<file path="src/rtl/gh_pkg.sv">
// shared constants, payload types and helpers for the gray-level histogram
package gh_pkg;

   localparam int PIXEL_BITS  = 8;
   localparam int COUNT_WIDTH = 24;
   localparam int NUM_BINS    = 1 << PIXEL_BITS;

   localparam logic [COUNT_WIDTH-1:0] COUNT_MAX = {COUNT_WIDTH{1'b1}};

   localparam logic OP_COUNT = 1'b0;
   localparam logic OP_READ  = 1'b1;

   typedef logic [PIXEL_BITS-1:0]  bin_addr_type;
   typedef logic [COUNT_WIDTH-1:0] count_type;

   typedef struct packed {
      logic       operation;
      logic [7:0] pixel_value;
      logic [7:0] bin_index;
   } req_type;

   typedef struct packed {
      logic [7:0]  bin_number;
      logic [23:0] bin_count;
   } rsp_type;

   typedef struct packed {
      logic         en;
      bin_addr_type addr;
      count_type    data;
   } wr_type;

   // low bits of a gray level, zero extended when the bin range is wider
   function automatic bin_addr_type bin_of(input logic [7:0] level);
      logic [PIXEL_BITS+7:0] wide;
      wide = {{PIXEL_BITS{1'b0}}, level};
      return wide[PIXEL_BITS-1:0];
   endfunction

   function automatic logic [7:0] level_of(input bin_addr_type addr);
      logic [PIXEL_BITS+7:0] wide;
      wide = {8'd0, addr};
      return wide[7:0];
   endfunction

   function automatic logic [23:0] count_field(input count_type cnt);
      logic [COUNT_WIDTH+23:0] wide;
      wide = {24'd0, cnt};
      return wide[23:0];
   endfunction

   function automatic bin_addr_type req_addr(input req_type req);
      return (req.operation == OP_READ) ? bin_of(req.bin_index) : bin_of(req.pixel_value);
   endfunction

endpackage

</file>
<file path="src/rtl/gh_update.sv">
// modify step: saturating increment or read-and-clear of one bin
module gh_update
   import gh_pkg::*;
(
   input  logic      commit,
   input  req_type   item,
   input  count_type operand,
   output wr_type    wr,
   output rsp_type   rsp
);

   bin_addr_type addr;

   assign addr = req_addr(item);

   always_comb begin
      wr.en   = commit;
      wr.addr = addr;
      if (item.operation == OP_READ) begin
         wr.data = '0;
      end else if (operand == COUNT_MAX) begin
         wr.data = operand;
      end else begin
         wr.data = operand + count_type'(1);
      end
   end

   assign rsp.bin_number = level_of(addr);
   assign rsp.bin_count  = count_field(operand);

endmodule
</file>
<file path="config.mk">
export PLATFORM = sky130hd
export DESIGN_NAME = gh_update
export DESIGN_NICKNAME = d
export VERILOG_FILES = /design/src/rtl/gh_pkg.sv /design/src/rtl/gh_update.sv
export SDC_FILE = /design/constraint.sdc
export NUM_CORES = 1
export LEC_CHECK = 0
export BUFFER_PORTS_ARGS = -buffer_cell sky130_fd_sc_hd__buf_2
export CAP_MARGIN = 25
export CORE_MARGIN = 4
export CORE_UTILIZATION = 39
export DETAILED_ROUTE_END_ITERATION = 8
export PLACE_DENSITY = 0.86
export SYNTH_ARGS = -nofsm -noshare
export SYNTH_HDL_FRONTEND = slang
export SYNTH_SLANG_ARGS = --single-unit
export TNS_END_PERCENT = 50
</file>
<file path="constraint.sdc">
create_clock -name vclk -period 2
set_clock_uncertainty 0.15 [all_clocks]
set_input_delay 0 -clock vclk [all_inputs]
set_output_delay 0 -clock vclk [all_outputs]
set_load 0.01 [all_outputs]
</file>
==> flow_summary_export.csv <==
group,metric,value,unit
logic_synthesis,synth.distinct_cells,40,
power,irDropWorstVdd,0.171,mV
cells_and_area,layout-drive-gt1-share,57.8,%
place,port-buffer-count,105,
place,dp.final_hpwl,2530,microns
power,pwr_density_cell,193,nW/um^2
sta,fin_ws,0.154,ns
place,place_ws,0.111,ns
sta,hold_viol,0,
cells_and_area,fillCellCount,289,
clock_network,cts_resized,0,
cells_and_area,n_antenna_cell,0,
global_routing,met1_usage,20.3,%
sta,fin_crit,1.85,ns
logic_synthesis,ys_seq_area_share,0,%
global_routing,use_met2,28.2,%
global_routing,grt_pass1_vias,1116,
global_routing,grt_overflow,0,
cells_and_area,clkbuf_count,0,
place,gp_congestion,0.707,
sta,tightest_slew,0.587,ns
cells_and_area,design.seq.count,0,
sta,fin_tns_setup,0,ns
cells_and_area,layout.nets,270,
detailed_routing,drc,0,
floorplan,die_y,61.3,microns
logic_synthesis,synth_top_cells_by_area,"buf_4 (23%), xnor2_1 (14%), mux2_2 (9.2%)",
sta,period_share,92.3,%
detailed_routing,drt_iter0_drc,60,
global_routing,grt_max_degree,36,
status,status,"finished clean",
logic_synthesis,synth_cells,155,
sta,setup_viol,0,
run,cap_violations,0,
setup_path,worstSetupPathType,"primary input to output pin",
detailed_routing,firstDrtPassIters,4,
floorplan,die_area,3750,sq um
floorplan,io-pin-count,107,
global_routing,grt-busiest-layer,"met2",
setup_path,crit_fanout,4,
floorplan,num_rows,19,
setup_path,critPathLaunchType,"primary input",
logic_synthesis,synth_top_area_share,23.1,%
cells_and_area,synthToLayoutAreaGrowth,28.2,%
sta,clock.fmax,542,MHz
detailed_routing,wire_per_inst,11.4,microns
global_routing,gr-usage-met3,0.629,%
logic_synthesis,ys_warn_count,0,
global_routing,grtUsageTotal,15.1,%
setup_path,worstPathRequired,1.85,ns
place,placed_cell_area,1410,sq um
detailed_routing,vias,1255,
sta,rsz0062_at_grt,"no",
power,leakage,0.719,nW
sta,slew-limit-headroom,60.8,%
setup_path,arrival,1.70,ns
cells_and_area,seq_area,0,sq um
cells_and_area,fin_util,51.9,%
worst_hold_path,min_path_type,"primary input to output pin",
sta,slew_viol_final,0,
detailed_routing,vias_per_cell,4.90,
logic_synthesis,synth_fp_nets,198,
global_routing,antenna_found_initial,0,
power,finalPower,0.274,mW
floorplan,start_util,40.5,%
detailed_routing,ant_nets,0,
detailed_routing,routed_wl,2930,microns
floorplan,core,2730,sq um
setup_path,worstSetupEndpointType,"output pin",
cells_and_area,final_design_area_no_fill,1420,sq um
logic_synthesis,synth_area,1110,sq um
logic_synthesis,synth_top_cell_by_area,"buf_4",
floorplan,die_x,61.3,microns
global_routing,grt_pass1_wl,4670,microns
logic_synthesis,syn_avg_cell_area,7.14,sq um
==> cells in the mapped netlist, types with 2 or more instances <==
master / n
nand4_1: 6
xnor2_1: 18
a211oi_1: 2
nand2b_1: 2
nor2_1: 24
a21oi_1: 10
buf_4: 34
nor4_1: 3
buf_2: 2
and3_2: 2
nor2b_1: 2
nand3_1: 6
mux2_2: 9
nand2_1: 6
clkbuf_1: 2
and2_2: 2
nor3_1: 2
==> path summary, 6_finish.rpt <==
kind | from | endpoint | slack, ns | depth (start not counted)
worst max-delay path | operand[0] | wr[19] | 0.15 | 8
worst min-delay path | operand[11] | rsp[11] | 0.08 | 2
==> routing by layer <==
metal | wire (microns) | vias up
met5 | 0 | -
met4 | 0 | 0
met3 | 276 | 0
met2 | 1470 | 51
met1 | 1180 | 560
li1 | - | 644
==> report_power, final <==
group / switching, mW / internal (mW)
clock network: 0 / 0
registers: 0 / 0
logic: 0.147 / 0.127
==> repair_timing <==
| item | in CTS | in global routing |
|---|---|---|
| hold endpoints to repair | 1 | 0 |
| hold buffers | 1 | 0 |
| buffers inserted | 0 | 0 |
==> worst max-delay path: stages <==
cell and delay (ns):
buf_2 0.12, ha_1 0.20, and2_1 0.17, and4_4 0.20, and2_4 0.17, nor4b_1 0.32
mux2_2 0.37, buf_2 0.14
==> cell type report <==
cell class / instances / area (sq um) / share of cell area (%)
Inverter: 1 / 3.75 / 0.265
Multi-Input combinational cell: 114 / 810 / 57.1
Tap cell: 31 / 38.8 / 2.74
Timing Repair Buffer: 110 / 566 / 39.9
==> cell families after synthesis <==
| group | Yosys count | synth area share, % |
|---|---|---|
| and+or+nand+nor | 66 | 35.4 |
| buffers and inverters | 41 | 26.8 |
| xor gates and xnor gates | 19 | 15.0 |
| AOI/OAI and AO/OA | 17 | 10.5 |
| muxes | 11 | 11.1 |
| adders and majority gates | 1 | 1.13 |
==> stage by stage <==
step	instances	hold slack, ns
after floorplan	155	-0.0582
after global placement	255	-0.150
after detailed placement	255	-0.150
after CTS	256	0.0777
after global routing	256	0.100
final	256	0.0758
==> placed cells by master, fill, tap and decap left out, types with 2 or more instances in the layout <==
| cell type | netlist | final |
|---|---|---|
| buf_2 | 2 | 105 |
| nor2_1 | 24 | 24 |
| xnor2_1 | 18 | 18 |
| a21oi_1 | 10 | 10 |
| mux2_2 | 9 | 9 |
| nand4_1 | 6 | 6 |
| nand3_1 | 6 | 6 |
| nand2_1 | 6 | 6 |
| buf_4 | 34 | 4 |
| nor4_1 | 3 | 3 |
| and3_2 | 2 | 2 |
| and2_2 | 2 | 2 |
| nor2b_1 | 2 | 2 |
| nand2b_1 | 2 | 2 |
| nor3_1 | 2 | 2 |
| a211oi_1 | 2 | 2 |
Power figures use the tool's default switching activity.
